**config.mk**
```make
export PLATFORM = sky130hd
export DESIGN_NAME = calendar_clock_counter_core
export DESIGN_NICKNAME = d
export VERILOG_FILES = /design/src/rtl/ccc_pkg.sv /design/src/rtl/ccc_ctrl.sv /design/src/rtl/ccc_dpath.sv /design/src/rtl/calendar_clock_counter_core.sv
export SDC_FILE = /design/constraint.sdc
export NUM_CORES = 1
export LEC_CHECK = 0
export BUFFER_PORTS_ARGS = -buffer_cell sky130_fd_sc_hd__buf_2
export CORE_MARGIN = 4
export CORE_UTILIZATION = 47
export CTS_CLUSTER_DIAMETER = 150
export CTS_CLUSTER_SIZE = 16
export DETAILED_ROUTE_END_ITERATION = 16
export PLACE_DENSITY = 0.68
export SETUP_SLACK_MARGIN = 0.5
export SLEW_MARGIN = 20
export SYNTH_ARGS = -nofsm -noshare
export SYNTH_HDL_FRONTEND = slang
export SYNTH_SLANG_ARGS = --single-unit
```
**constraint.sdc**
```tcl
create_clock -name i_clk -period 8.45 [get_ports i_clk]
set_input_delay 0.845 -clock i_clk [delete_from_list [all_inputs] [get_ports i_clk]]
set_output_delay 0.845 -clock i_clk [all_outputs]
set_load 0.05 [all_outputs]
```
**src/rtl/ccc_pkg.sv**
```systemverilog
// ----------------------------------------------------------------------------
// ccc_pkg
// types, codes and calendar helpers shared by the clock/calendar core
// ----------------------------------------------------------------------------
package ccc_pkg;

    localparam int unsigned MS_PER_SEC = 1000;
    localparam int unsigned YEAR_MAX   = 9999;
    localparam int unsigned RESET_YEAR = 2000;
    localparam int unsigned RESET_DOW  = 6;
    localparam int unsigned RECIP_25   = 5243;   // ceil(2^17 / 25)
    localparam int unsigned RECIP_7    = 18725;  // ceil(2^17 / 7)

    typedef enum logic [3:0] {
        KIND_TICK      = 4'd0,
        KIND_INC_SEC   = 4'd1,
        KIND_INC_MIN   = 4'd2,
        KIND_INC_HOUR  = 4'd3,
        KIND_INC_DAY   = 4'd4,
        KIND_INC_MONTH = 4'd5,
        KIND_INC_YEAR  = 4'd6,
        KIND_DEC_SEC   = 4'd7,
        KIND_DEC_MIN   = 4'd8,
        KIND_DEC_HOUR  = 4'd9,
        KIND_DEC_DAY   = 4'd10,
        KIND_DEC_MONTH = 4'd11,
        KIND_DEC_YEAR  = 4'd12,
        KIND_ALIGN_UP  = 4'd13,
        KIND_ALIGN_DN  = 4'd14,
        KIND_CLAMP_DAY = 4'd15
    } t_kind;

    typedef struct packed {
        logic [3:0]  kind;
        logic [15:0] tick_ms;
    } t_in_word;

    typedef struct packed {
        logic [9:0]  millis;
        logic [5:0]  sec;
        logic [5:0]  minutes;
        logic [4:0]  hours;
        logic [4:0]  day_of_month;
        logic [3:0]  month_num;
        logic [13:0] year_num;
        logic [2:0]  weekday;
        logic        leap_flag;
        logic [5:0]  changed_mask;
    } t_out_word;

    typedef enum logic [2:0] {
        ST_IDLE,
        ST_EXEC,
        ST_WK1,
        ST_WK2,
        ST_WK3,
        ST_WK4,
        ST_DONE
    } t_state;

    typedef struct packed {
        logic load;
        logic step;
        logic adjust;
        logic wk1;
        logic wk2;
        logic wk3;
        logic wk4;
        logic load_out;
    } t_cmd;

    typedef struct packed {
        logic is_tick;
        logic acc_ge;
    } t_stat;

    function automatic logic [4:0] month_len(input logic [3:0] m, input logic leap);
        logic [4:0] len;
        unique case (m)
            4'd2:                     len = leap ? 5'd29 : 5'd28;
            4'd4, 4'd6, 4'd9, 4'd11:  len = 5'd30;
            default:                  len = 5'd31;
        endcase
        return len;
    endfunction

    // floor(23 * m / 9)
    function automatic logic [4:0] month_term(input logic [3:0] m);
        logic [4:0] t;
        unique case (m)
            4'd1:    t = 5'd2;
            4'd2:    t = 5'd5;
            4'd3:    t = 5'd7;
            4'd4:    t = 5'd10;
            4'd5:    t = 5'd12;
            4'd6:    t = 5'd15;
            4'd7:    t = 5'd17;
            4'd8:    t = 5'd20;
            4'd9:    t = 5'd23;
            4'd10:   t = 5'd25;
            4'd11:   t = 5'd28;
            4'd12:   t = 5'd30;
            default: t = 5'd0;
        endcase
        return t;
    endfunction

endpackage

```
**src/rtl/ccc_ctrl.sv**
```systemverilog
// ----------------------------------------------------------------------------
// ccc_ctrl
// sequencer: accept, second stepping or field adjust, weekday pipeline, output handoff
// ----------------------------------------------------------------------------
module ccc_ctrl (
    input  logic           i_clk,
    input  logic           i_rst_n,
    input  logic           i_in_valid,
    output logic           o_in_ready,
    output logic           o_out_valid,
    input  logic           i_out_ready,
    input  ccc_pkg::t_stat i_stat,
    output ccc_pkg::t_cmd  o_cmd
);
    import ccc_pkg::*;

    t_state r_state, n_state;
    logic   r_out_valid, n_out_valid;

    always_ff @(posedge i_clk) begin
        if (!i_rst_n) begin
            r_state     <= ST_IDLE;
            r_out_valid <= 1'b0;
        end else begin
            r_state     <= n_state;
            r_out_valid <= n_out_valid;
        end
    end

    always_comb begin
        n_state    = r_state;
        o_cmd      = '0;
        o_in_ready = 1'b0;
        unique case (r_state)
            ST_IDLE: begin
                o_in_ready = 1'b1;
                if (i_in_valid) begin
                    o_cmd.load = 1'b1;
                    n_state    = ST_EXEC;
                end
            end
            ST_EXEC: begin
                if (!i_stat.is_tick) begin
                    o_cmd.adjust = 1'b1;
                    n_state      = ST_WK1;
                end else if (i_stat.acc_ge) begin
                    o_cmd.step = 1'b1;
                end else begin
                    n_state = ST_WK1;
                end
            end
            ST_WK1: begin
                o_cmd.wk1 = 1'b1;
                n_state   = ST_WK2;
            end
            ST_WK2: begin
                o_cmd.wk2 = 1'b1;
                n_state   = ST_WK3;
            end
            ST_WK3: begin
                o_cmd.wk3 = 1'b1;
                n_state   = ST_WK4;
            end
            ST_WK4: begin
                o_cmd.wk4 = 1'b1;
                n_state   = ST_DONE;
            end
            ST_DONE: begin
                if (!r_out_valid || i_out_ready) begin
                    o_cmd.load_out = 1'b1;
                    n_state        = ST_IDLE;
                end
            end
            default: n_state = ST_IDLE;
        endcase
    end

    always_comb begin
        if (o_cmd.load_out) begin
            n_out_valid = 1'b1;
        end else if (i_out_ready) begin
            n_out_valid = 1'b0;
        end else begin
            n_out_valid = r_out_valid;
        end
    end

    assign o_out_valid = r_out_valid;

    a_cmd_onehot: assert property (@(posedge i_clk) disable iff (!i_rst_n)
        $onehot0(o_cmd))
        else $error("more than one datapath command at once");

    a_load_from_done: assert property (@(posedge i_clk) disable iff (!i_rst_n)
        o_cmd.load_out |=> o_out_valid && r_state == ST_IDLE)
        else $error("output load did not raise valid");

    a_wk_order: assert property (@(posedge i_clk) disable iff (!i_rst_n)
        o_cmd.wk1 |=> o_cmd.wk2 ##1 o_cmd.wk3 ##1 o_cmd.wk4)
        else $error("weekday pipeline sequence broken");

endmodule

```
**src/rtl/ccc_dpath.sv**
```systemverilog
// ----------------------------------------------------------------------------
// ccc_dpath
// time and date registers, carry step, adjust logic, weekday and leap units
// ----------------------------------------------------------------------------
module ccc_dpath (
    input  logic               i_clk,
    input  logic               i_rst_n,
    input  ccc_pkg::t_in_word  i_in_word,
    input  ccc_pkg::t_cmd      i_cmd,
    output ccc_pkg::t_stat     o_stat,
    output ccc_pkg::t_out_word o_out_word
);
    import ccc_pkg::*;

    t_kind       r_kind;
    logic [16:0] r_acc;
    logic [5:0]  r_sec;
    logic [5:0]  r_min;
    logic [4:0]  r_hour;
    logic [4:0]  r_day;
    logic [3:0]  r_month;
    logic [13:0] r_year;
    logic        r_leap;
    logic [2:0]  r_dow;
    logic [5:0]  r_mask;

    logic [6:0]  r_q100;
    logic [4:0]  r_q400;
    logic [6:0]  r_lq100;
    logic [4:0]  r_lq400;
    logic [13:0] r_s;
    logic [10:0] r_q7;

    t_out_word   r_out;

    // carry step
    logic [4:0]  len;
    logic [5:0]  s_src;
    logic        cy_min, cy_hour, cy_day, cy_mon, cy_year, yr_up;
    logic [5:0]  st_sec, st_min;
    logic [4:0]  st_hour, st_day, day_nx;
    logic [3:0]  st_month;
    logic [13:0] st_year;
    logic [5:0]  st_mask;

    always_comb begin
        len      = month_len(r_month, r_leap);
        s_src    = (r_kind == KIND_ALIGN_UP) ? 6'd59 : r_sec;
        cy_min   = (s_src == 6'd59);
        st_sec   = cy_min ? 6'd0 : s_src + 6'd1;
        cy_hour  = cy_min && (r_min == 6'd59);
        st_min   = cy_min ? ((r_min == 6'd59) ? 6'd0 : r_min + 6'd1) : r_min;
        cy_day   = cy_hour && (r_hour == 5'd23);
        st_hour  = cy_hour ? ((r_hour == 5'd23) ? 5'd0 : r_hour + 5'd1) : r_hour;
        day_nx   = ((r_day >= len) ? r_day - len : r_day) + 5'd1;
        cy_mon   = cy_day && (r_day == len);
        st_day   = cy_day ? day_nx : r_day;
        cy_year  = cy_mon && (r_month == 4'd12);
        st_month = cy_mon ? ((r_month == 4'd12) ? 4'd1 : r_month + 4'd1) : r_month;
        yr_up    = cy_year && (r_year < 14'(YEAR_MAX));
        st_year  = yr_up ? r_year + 14'd1 : r_year;
        st_mask  = {yr_up, cy_mon, cy_day, cy_hour, cy_min, 1'b1};
    end

    // field adjust, align and clamp
    logic [16:0] a_acc;
    logic [5:0]  a_sec, a_min;
    logic [4:0]  a_hour, a_day;
    logic [3:0]  a_month;
    logic [13:0] a_year;
    logic [5:0]  a_cmask, a_mask;

    always_comb begin
        a_acc   = r_acc;
        a_sec   = r_sec;
        a_min   = r_min;
        a_hour  = r_hour;
        a_day   = r_day;
        a_month = r_month;
        a_year  = r_year;
        a_cmask = '0;
        unique case (r_kind)
            KIND_TICK: begin
            end
            KIND_INC_SEC:   a_sec = (r_sec == 6'd59) ? 6'd0 : r_sec + 6'd1;
            KIND_INC_MIN:   a_min = (r_min == 6'd59) ? 6'd0 : r_min + 6'd1;
            KIND_INC_HOUR:  a_hour = (r_hour == 5'd23) ? 5'd0 : r_hour + 5'd1;
            KIND_INC_DAY:   a_day = day_nx;
            KIND_INC_MONTH: a_month = (r_month == 4'd12) ? 4'd1 : r_month + 4'd1;
            KIND_INC_YEAR: begin
                if (r_year < 14'(YEAR_MAX)) begin
                    a_year = r_year + 14'd1;
                end
            end
            KIND_DEC_SEC:   a_sec = (r_sec != 6'd0) ? r_sec - 6'd1 : 6'd59;
            KIND_DEC_MIN:   a_min = (r_min != 6'd0) ? r_min - 6'd1 : 6'd59;
            KIND_DEC_HOUR:  a_hour = (r_hour != 5'd0) ? r_hour - 5'd1 : 5'd23;
            KIND_DEC_DAY:   a_day = (r_day > 5'd1) ? r_day - 5'd1 : len;
            KIND_DEC_MONTH: a_month = (r_month > 4'd1) ? r_month - 4'd1 : 4'd12;
            KIND_DEC_YEAR: begin
                if (r_year > 14'd1) begin
                    a_year = r_year - 14'd1;
                end
            end
            KIND_ALIGN_UP: begin
                a_acc = '0;
                if (r_sec > 6'd30) begin
                    a_sec   = st_sec;
                    a_min   = st_min;
                    a_hour  = st_hour;
                    a_day   = st_day;
                    a_month = st_month;
                    a_year  = st_year;
                    a_cmask = st_mask;
                end else begin
                    a_sec = 6'd30;
                end
            end
            KIND_ALIGN_DN: begin
                a_acc = '0;
                a_sec = (r_sec < 6'd30) ? 6'd0 : 6'd30;
            end
            KIND_CLAMP_DAY: begin
                if (r_day > len) begin
                    a_day = len;
                end
            end
        endcase
        a_mask = a_cmask | {a_year != r_year, a_month != r_month, a_day != r_day,
                            a_hour != r_hour, a_min != r_min, a_sec != r_sec};
    end

    // weekday and leap arithmetic
    logic        early;
    logic [13:0] yy;
    logic [14:0] dd;
    logic [24:0] p_q100, p_lq100;
    logic [22:0] p_q400, p_lq400;
    logic [14:0] s_sum;
    logic        div4, div100, div400;
    logic [28:0] p_q7;
    logic [13:0] q7x7;
    logic [13:0] rem7;

    always_comb begin
        early   = (r_month < 4'd3);
        yy      = early ? r_year - 14'd1 : r_year;
        dd      = early ? 15'(r_day) + 15'(r_year) : 15'(r_day) + 15'(r_year) - 15'd2;
        p_q100  = 25'(yy[13:2]) * 25'(RECIP_25);
        p_q400  = 23'(yy[13:4]) * 23'(RECIP_25);
        p_lq100 = 25'(r_year[13:2]) * 25'(RECIP_25);
        p_lq400 = 23'(r_year[13:4]) * 23'(RECIP_25);
        s_sum   = 15'(month_term(r_month)) + dd + 15'd4 + 15'(yy[13:2])
                + 15'(r_q400) - 15'(r_q100);
        div4    = (r_year[1:0] == 2'd0);
        div100  = div4 && (r_year[13:2] == 12'(r_lq100) * 12'd25);
        div400  = (r_year[3:0] == 4'd0) && (r_year[13:4] == 10'(r_lq400) * 10'd25);
        p_q7    = 29'(r_s) * 29'(RECIP_7);
        q7x7    = {r_q7, 3'b000} - 14'(r_q7);
        rem7    = r_s - q7x7;
    end

    always_ff @(posedge i_clk) begin
        if (!i_rst_n) begin
            r_acc   <= '0;
            r_sec   <= '0;
            r_min   <= '0;
            r_hour  <= '0;
            r_day   <= 5'd1;
            r_month <= 4'd1;
            r_year  <= 14'(RESET_YEAR);
            r_leap  <= 1'b1;
            r_dow   <= 3'(RESET_DOW);
            r_mask  <= '0;
            r_kind  <= KIND_TICK;
        end else begin
            if (i_cmd.load) begin
                r_kind <= t_kind'(i_in_word.kind);
                r_mask <= '0;
                if (t_kind'(i_in_word.kind) == KIND_TICK) begin
                    r_acc <= r_acc + 17'(i_in_word.tick_ms);
                end
            end
            if (i_cmd.step) begin
                r_acc   <= r_acc - 17'(MS_PER_SEC);
                r_sec   <= st_sec;
                r_min   <= st_min;
                r_hour  <= st_hour;
                r_day   <= st_day;
                r_month <= st_month;
                r_year  <= st_year;
                r_mask  <= r_mask | st_mask;
            end
            if (i_cmd.adjust) begin
                r_acc   <= a_acc;
                r_sec   <= a_sec;
                r_min   <= a_min;
                r_hour  <= a_hour;
                r_day   <= a_day;
                r_month <= a_month;
                r_year  <= a_year;
                r_mask  <= a_mask;
            end
            if (i_cmd.wk2) begin
                r_leap <= div4 && (!div100 || div400);
            end
            if (i_cmd.wk4) begin
                r_dow <= rem7[2:0];
            end
        end
    end

    always_ff @(posedge i_clk) begin
        if (i_cmd.wk1) begin
            r_q100  <= p_q100[23:17];
            r_q400  <= p_q400[21:17];
            r_lq100 <= p_lq100[23:17];
            r_lq400 <= p_lq400[21:17];
        end
        if (i_cmd.wk2) begin
            r_s <= s_sum[13:0];
        end
        if (i_cmd.wk3) begin
            r_q7 <= p_q7[27:17];
        end
        if (i_cmd.load_out) begin
            r_out.millis       <= r_acc[9:0];
            r_out.sec          <= r_sec;
            r_out.minutes      <= r_min;
            r_out.hours        <= r_hour;
            r_out.day_of_month <= r_day;
            r_out.month_num    <= r_month;
            r_out.year_num     <= r_year;
            r_out.weekday      <= r_dow;
            r_out.leap_flag    <= r_leap;
            r_out.changed_mask <= r_mask;
        end
    end

    assign o_stat.is_tick = (r_kind == KIND_TICK);
    assign o_stat.acc_ge  = (r_acc >= 17'(MS_PER_SEC));
    assign o_out_word     = r_out;

    a_ms_settled: assert property (@(posedge i_clk) disable iff (!i_rst_n)
        i_cmd.wk1 |-> r_acc < 17'(MS_PER_SEC))
        else $error("millisecond remainder not settled before weekday pass");

    a_time_range: assert property (@(posedge i_clk) disable iff (!i_rst_n)
        r_sec < 6'd60 && r_min < 6'd60 && r_hour < 5'd24)
        else $error("time field out of range");

    a_date_range: assert property (@(posedge i_clk) disable iff (!i_rst_n)
        r_day != 5'd0 && r_month != 4'd0 && r_month < 4'd13
        && r_year != 14'd0 && r_year <= 14'(YEAR_MAX))
        else $error("date field out of range");

    a_step_marks_sec: assert property (@(posedge i_clk) disable iff (!i_rst_n)
        i_cmd.step |=> r_mask[0])
        else $error("second step did not mark the second field");

endmodule

```
**src/rtl/calendar_clock_counter_core.sv**
```systemverilog
// ----------------------------------------------------------------------------
// calendar_clock_counter_core
// real-time clock and calendar with tick, adjust, align and clamp words
// ----------------------------------------------------------------------------
// sequence: input accept, second stepping or field adjust, weekday passes wk1..wk4,
//   output handoff; a tick word carries 0..66 whole seconds, an adjust word none
// the second stepper does one second per cycle; a new word is taken only after the
// previous one is handed off, and it is taken while that result waits at the output
// reset: synchronous active low, clock set to 2000-01-01 00:00:00.000 saturday
// ----------------------------------------------------------------------------
module calendar_clock_counter_core (
    input  logic               i_clk,
    input  logic               i_rst_n,
    input  logic               i_in_valid,
    output logic               o_in_ready,
    input  ccc_pkg::t_in_word  i_in_word,
    output logic               o_out_valid,
    input  logic               i_out_ready,
    output ccc_pkg::t_out_word o_out_word
);
    import ccc_pkg::*;

    t_cmd  cmd;
    t_stat stat;

    ccc_ctrl u_ctrl (
        .i_clk       (i_clk),
        .i_rst_n     (i_rst_n),
        .i_in_valid  (i_in_valid),
        .o_in_ready  (o_in_ready),
        .o_out_valid (o_out_valid),
        .i_out_ready (i_out_ready),
        .i_stat      (stat),
        .o_cmd       (cmd)
    );

    ccc_dpath u_dpath (
        .i_clk      (i_clk),
        .i_rst_n    (i_rst_n),
        .i_in_word  (i_in_word),
        .i_cmd      (cmd),
        .o_stat     (stat),
        .o_out_word (o_out_word)
    );

endmodule
```
==> summary.txt, run 1 <==
Outcome
  – Status: finished clean

Flow run
  – Max-capacitance violation count: 0

Setup path
  – CP arrival: 7.65 ns
  – CP max stage cell: fa_1
  – Startpoint types: register
  – Critical path peak fanout: 8
  – Crit end category: register
  – Most frequent CP cell: inv_1
  – Crit Path Class: register to register
  – Max stage delay on crit path: 0.56 ns
  – Critical Path RT: 8.70 ns

Timing
  – Final Hold Fails: 0
  – Max Clk Rate: 0.135 GHz
  – Fin Setup TNS: 0 ns
  – Final-report max-slew violation count: 0
  – Crit path time final: 7.39 ns
  – Slew @ Worst Pin: 1.09 ns
  – Final number of setup-violating endpoints: 0
  – Tcrit/Tclk final: 87.5%
  – Unrepaired setup endpoints after global routing: false
  – Final worst setup slack: 1.06 ns
  – Fin Clk Skew: 0.0220 ns
  – Worst slew margin: 26.9%

Route
  – Vias per cell: 5.97
  – Post-route ant nets: 0
  – Routed vias: 20,500
  – 1st-iter DRT viols: 1,814
  – Initial DRT Pass Iterations: 6
  – Drt wl/cell: 20.4 um
  – DRC errors left: 0
  – Total wire length: 70,000 um

Finish
  – Most frequent cells in the layout: ha_1 (398), inv_1 (370), nor2_1 (166)
  – Design Area, Final: 25,800 um2
  – Register Area: 4630 um2
  – Filler cells: 4,685
  – Synth-to-layout area growth: 7.18%
  – Nets: 3,328
  – Most common cell after layout, fill and taps aside: ha_1
  – Ant diodes: 0
  – Layout cells sized above 1: 7.93%
  – Area of the multi-input gates: 17,500 um2

GRT
  – Met2 usage: 40.5%
  – First-pass GRT wire length: 111,000 um
  – Vias in the first global route: 20,400
  – Gr busiest metal: met2
  – Initial antenna violation count: 1
  – Met1 usage: 34.5%
  – Pin count of the biggest net entering global routing: 58
  – Gr usage total: 25.5%
  – Total grt overflow: 0
  – GR Util met3: 5.86%

CTS
  – Num CTS Buffers: 17
  – Clk_lat worst skew: 0.50 ns
  – Max clock buf depth: 2
  – # H-tree levels: 4
  – Root Driver: clkbuf_16
  – Setup Fix Bufs, Post-CTS: 0
  – Clock net sink count: 181
  – Clock transition at path regs: 0.09 ns
  – TritonCTS clock tree: built

Synthesis
  – Synth Area in Simple Gates: 14.0%
  – Synthesized Nets: 3,300
  – Cells after synthesis: 2,719
  – Adder and majority cell fraction of the synthesized area: 33.9%
  – Largest family of logic cells by synthesized area: adder cells
  – Avg Cell Area, Syn: 8.85 um2
  – Post-synth top flop: edfxtp_1
  – Post-synthesis xor/xnor area fraction: 5.94%
  – Synth unique cells: 105
  – Share of the yosys chip area belonging to registers: 19.3%
  – Compound-Gate Fraction of Synth Area: 18.2%
  – Post-synth EDFFs: 101
  – Post-Syn Area: 24,100 um2
  – Synthesized flop and latch total: 181
  – Synth async-reset ratio: 0%
  – Synthesis Warnings: 0
  – Post-synthesis mux area share: 0.739%

Place
  – Pre-CTS setup slack: 1.00 ns
  – Placed Area: 25,200 um2
  – HPWL Detailed: 53,800 um
  – Port buffer count: 85
  – GPL Wtd Cong: 1.02

Power
  – Sw power: 2820 uW
  – Clock network power share: 13.9%
  – LEAKAGE: 0.0116 uW
  – Sequential power share: 18.4%
  – Max VDD drop: 0.255 mV
  – Proportion of power drawn by combinational gates: 67.6%
  – Switching share of power: 46.6%
  – Power density over cell area: 235 nW/um2
  – Cell Int Power: 3240 uW

Floorplan
  – I/O Pins: 86
  – # rows: 82
  – Core area: 50,400 um2
  – Die ar.: 54,900 um2
  – Die W: 234 um
  – Die height: 234 um
  – Starting Density: 47.8%

Hold path
  – Worst Hold Class: register to register
[layer usage]
layer / up-vias / routed length (um) / share of wire, %
met5: - / 0 / 0
met4: 0 / 1910 / 2.7
met3: 136 / 6040 / 8.6
met2: 813 / 31200 / 45
met1: 9856 / 30800 / 44
li1: 9694 / - / -
[repair_timing]
action | in CTS | in global routing
hold buffers | 0 | 0
gates resized for setup | 0 | 2
endpoints found under the setup margin | 0 | 1
[power by group through the flow]
stage	registers, uW	logic, uW	clock network (uW)
floorplan	1110	3020	0
global placement	1140	3920	0
detailed placement	1140	4070	0
CTS	1120	4120	862
global route	1120	4760	889
finish	1120	4100	845
[Yosys cell counts (12+ instances only)]
cell      count  area, um2
nor2_1      168        631
xnor2_1     127       1110
xor2_1       33        289
a221oi_1     16        140
nand2_1     152        571
inv_1       371       1390
mux2i_1      14        140
fa_1        159       3180
a21o_1       21        158
o31ai_1      15        113
nor3_1       57        285
nand4_1      28        175
a211oi_1     24        180
nand2b_1     22        138
nand3_1      76        380
and3_1       17        106
buf_2        32        160
nor4_1       14       87.6
a21oi_1     145        726
a22oi_1      15        113
and2_1       16        100
dfxtp_1      80       1600
ha_1        398       4980
clkbuf_1     72        270
nor2b_1      24        150
o21ai_0     150        751
a31oi_1      40        250
or2_2        12       75.1
o21a_1       27        203
edfxtp_1    101       3030
o221ai_1     17        149
o211ai_1     31        233
[worst max-delay path: cells and delay by family (launching register included)]
| kind | cells | cell delay (ns) |
|---|---|---|
| adder cells (fa/ha/maj) | 7 | 2.62 |
| AO/OA/AOI/OAI | 7 | 1.90 |
| AND/OR/NAND/NOR | 5 | 1.22 |
| XOR/XNOR | 3 | 0.61 |
| buffers and inverters | 5 | 0.48 |
| flip-flops | 1 | 0.32 |
[cells by family after synthesis]
family	Yosys count
AO/OA/AOI/OAI	651
XOR/XNOR	161
adder cells (fa/ha/maj)	557
buffers and inverters	492
flip-flops	181
multiplexers	17
AND/OR/NAND/NOR	660
[flip-flops by register name, indices dropped and copies added, names as in the netlist, 5 cells and up, named ones only]
| register | flops |
|---|---|
| u_dpath.o_out_word | 60 |
| u_dpath.r_mask | 6 |
| u_dpath.r_lq100 | 7 |
| u_dpath.r_q100 | 7 |
| u_dpath.r_s | 14 |
| u_dpath.r_hour | 5 |
| u_dpath.r_day | 5 |
| u_dpath.r_lq400 | 5 |
| u_dpath.r_year | 14 |
| u_dpath.r_acc | 17 |
| u_dpath.r_min | 6 |
| u_dpath.r_q400 | 5 |
| u_dpath.r_sec | 6 |
[final timing paths]
check	start	endpoint	slack, ns	cells after the start
worst max-delay path	u_dpath.r_year[4]$_SDFFE_PN1N_	u_dpath.r_q100[4]$_DFFE_PP_	1.06	27
worst min register to register	u_dpath.r_mask[0]$_SDFFE_PN0P_	u_dpath.o_out_word[0]$_DFFE_PP_	0.44	0
worst min-delay path	u_dpath.r_mask[0]$_SDFFE_PN0P_	u_dpath.o_out_word[0]$_DFFE_PP_	0.44	0
worst max register to register	u_dpath.r_year[4]$_SDFFE_PN1N_	u_dpath.r_q100[4]$_DFFE_PP_	1.06	27
[cell type report]
class                   count  area share (%)
flip-flops and latches    181            18.0
clock buffers              17            1.65
inverters                 374            5.44
clock inverters            15           0.704
multi-input cells        2046            68.0
repair buffers            127            2.92
well taps                 672            3.26
[metrics by stage]
stage | cells | total power (uW) | util, % | hold WS [ns]
6_report | 3432 | 6060 | 51.2 | 0.438
5_1_grt | 3432 | 6770 | 51.2 | 0.448
4_1_cts | 3431 | 6100 | 51.1 | 0.443
3_5_place_dp | 3399 | 5210 | 49.9 | 0.423
3_3_place_gp | 3399 | 5050 | 49.9 | 0.416
2_1_floorplan | 2719 | 4140 | - | 0.403
No activity file was read; power rests on OpenSTA's default activity.
==> inputs of run 2 (changes only) <==
- CORE_ASPECT_RATIO: not set -> 1.25
- CTS_CLUSTER_DIAMETER: 150 -> not set
- PLACE_DENSITY: 0.68 -> 0.6
==> run 2 against run 1 <==
Routed wire length grew 0.76%; non-clock buffer count shrank 1; fmax down 1.5%; critical path depth is 4 lower; via count fell by 0.52%; clock-buffer cell count stayed put; setup slack got worse by 0.11 ns; power down 2.1%; sequential cell count is the same.
==> summary.txt, run 2 (same netlist as run 1, synthesis figures left out) <==
Place
  – GPL Wtd Cong: 0.911
  – Port buffer count: 85
  – HPWL Detailed: 54,800 um
  – Pre-CTS setup slack: 0.740 ns

Timing
  – Unrepaired setup endpoints after global routing: false
  – Slew @ Worst Pin: 1.14 ns
  – Fin Setup TNS: 0 ns
  – Hold_ws: 0.441 ns
  – Final number of setup-violating endpoints: 0
  – Final worst setup slack: 0.943 ns
  – Crit path time final: 7.51 ns
  – Max Clk Rate: 0.133 GHz
  – Fin Clk Skew: 0.0146 ns
  – Worst slew margin: 23.7%
  – Final Hold Fails: 0
  – Final-report max-slew violation count: 0
  – Tcrit/Tclk final: 88.8%

CTS
  – CTS resizes: 0
  – # H-tree levels: 4
  – Hold Buf Count CTS: 0
  – Clock transition at path regs: 0.08 ns
  – Clock net sink count: 181
  – TritonCTS clock tree: built
  – Num CTS Buffers: 17
  – Clk_lat worst skew: 0.51 ns
  – Setup Fix Bufs, Post-CTS: 0
  – Root Driver: clkbuf_16
  – Max clock buf depth: 2

GRT
  – Gr usage total: 25.5%
  – Vias in the first global route: 20,700
  – Total grt overflow: 0
  – Initial antenna violation count: 0
  – First-pass GRT wire length: 112,000 um
  – Pin count of the biggest net entering global routing: 61

Route
  – 1st-iter DRT viols: 1,662
  – DRC errors left: 0
  – Post-route ant nets: 0
  – Vias per cell: 5.97
  – Routed vias: 20,400
  – Initial DRT Pass Iterations: 8
  – Total wire length: 70,500 um
  – Drt wl/cell: 20.6 um

Setup path
  – RR Endpoint: u_dpath.r_q400[2]$_DFFE_PP_
  – CP max stage cell: fa_1
  – Crit end category: register
  – Crit Path Class: register to register
  – Startpoint types: register
  – R2R cell count: 23
  – FF-to-FF Start: u_dpath.r_year[4]$_SDFFE_PN1N_
  – Crit-path cells: inv_1 -> ha_1 -> or4b_4 -> a31oi_2 -> nand2_1 -> nor3_1 -> xnor2_1 -> inv_1 -> fa_1 -> fa_1 -> fa_1 -> inv_1 -> fa_1 -> inv_1 -> fa_1 -> inv_1 -> ha_1 -> o2111ai_1 -> o41ai_1 -> a21oi_1 -> a211o_1 -> mux2_4 -> a211oi_2
  – Max stage delay on crit path: 0.61 ns
  – Critical Path RT: 8.81 ns
  – CP arrival: 7.86 ns
  – Critical path peak fanout: 6
  – CP bufs+invs: 5
  – Register-to-register setup slack: 0.94 ns
  – Crit path max-delay family: adder cells

Floorplan
  – Die ar.: 54,900 um2
  – Die height: 261 um
  – # rows: 92
  – Core area: 50,500 um2
  – Die W: 210 um
  – I/O Pins: 86
  – Starting Density: 47.6%

Finish
  – Most frequent cells in the layout: ha_1 (398), inv_1 (370), nor2_1 (167)
  – Max reg flops: 60
  – Filler cells: 4,795
  – Layout cells sized above 1: 7.90%
  – Nets: 3,327
  – Ant diodes: 0
  – Synth-to-layout area growth: 7.09%
  – Most common cell after layout, fill and taps aside: ha_1

Flow run
  – Max-capacitance violation count: 0

Power
  – Power density over cell area: 230 nW/um2
  – LEAKAGE: 0.0116 uW
  – Max VDD drop: 0.230 mV

Hold path
  – Worst Hold Class: register to register
  – Hold path depth: 0
  – Worst Hold Path EP: u_dpath.o_out_word[1]$_DFFE_PP_
  – Hold path startpoint: u_dpath.r_mask[1]$_SDFFE_PN0P_

Outcome
  – Status: finished clean
## run 2: worst max path at each step
stage,startpoint,end,slack [ns],cells past startpoint
3_5_place_dp,u_dpath.r_year[0]$_SDFFE_PN0N_,u_dpath.r_q100[4]$_DFFE_PP_,0.74,27
2_1_floorplan,u_dpath.r_year[4]$_SDFFE_PN1N_,u_dpath.r_q100[4]$_DFFE_PP_,1.02,29
6_report,u_dpath.r_year[4]$_SDFFE_PN1N_,u_dpath.r_q400[2]$_DFFE_PP_,0.94,23
4_1_cts,u_dpath.r_year[0]$_SDFFE_PN0N_,u_dpath.r_q100[4]$_DFFE_PP_,0.74,27
5_1_grt,u_dpath.r_year[4]$_SDFFE_PN1N_,u_dpath.r_q400[2]$_DFFE_PP_,0.57,23
3_3_place_gp,u_dpath.r_year[0]$_SDFFE_PN0N_,u_dpath.r_q100[4]$_DFFE_PP_,0.87,27
## run 2: layout make-up
class / count / area [um2] / area share [%]
Sequential cell: 181 / 4630 / 18.0
Multi-Input combinational cell: 2046 / 17600 / 68.1
Tap cell: 658 / 823 / 3.20
Clock inverter: 15 / 193 / 0.748
Clock buffer: 17 / 425 / 1.65
Inverter: 374 / 1400 / 5.45
Timing Repair Buffer: 126 / 733 / 2.85
## run 2: power breakdown
group	internal [uW]	switching, uW	leakage, uW
clock	408	451	0.000299
sequential	1060	48.7	0.00161
combinational	1750	2220	0.00967
## run 2: layer usage
layer,wire [um],vias to the layer above,track usage (%)
li1,-,9690,-
met1,28000,9866,30.1
met2,35800,673,46.0
met3,3880,164,4.39
met4,2890,0,10.5
met5,0,-,0
## run 2: worst reg2reg max path, stage by stage, from the launching register on
cell and delay, ns:
dfxtp_1 0.32, inv_1 0.27, ha_1 0.22, or4b_4 0.49, a31oi_2 0.31, nand2_1 0.14, nor3_1 0.20, xnor2_1 0.33
inv_1 0.19, fa_1 0.61, fa_1 0.48, fa_1 0.56, inv_1 0.10, fa_1 0.55, inv_1 0.06, fa_1 0.49
inv_1 0.04, ha_1 0.28, o2111ai_1 0.13, o41ai_1 0.47, a21oi_1 0.21, a211o_1 0.40, mux2_4 0.33, a211oi_2 0.17
## run 2: metrics by stage
step	util, %	instance area (um2)	instances	total power [uW]
2_1_floorplan	-	24100	2719	4140
6_report	51.0	25800	3417	5930
4_1_cts	51.0	25800	3417	6000
3_5_place_dp	49.7	25100	3385	5090
5_1_grt	51.0	25800	3417	6690
3_3_place_gp	49.7	25100	3385	4980
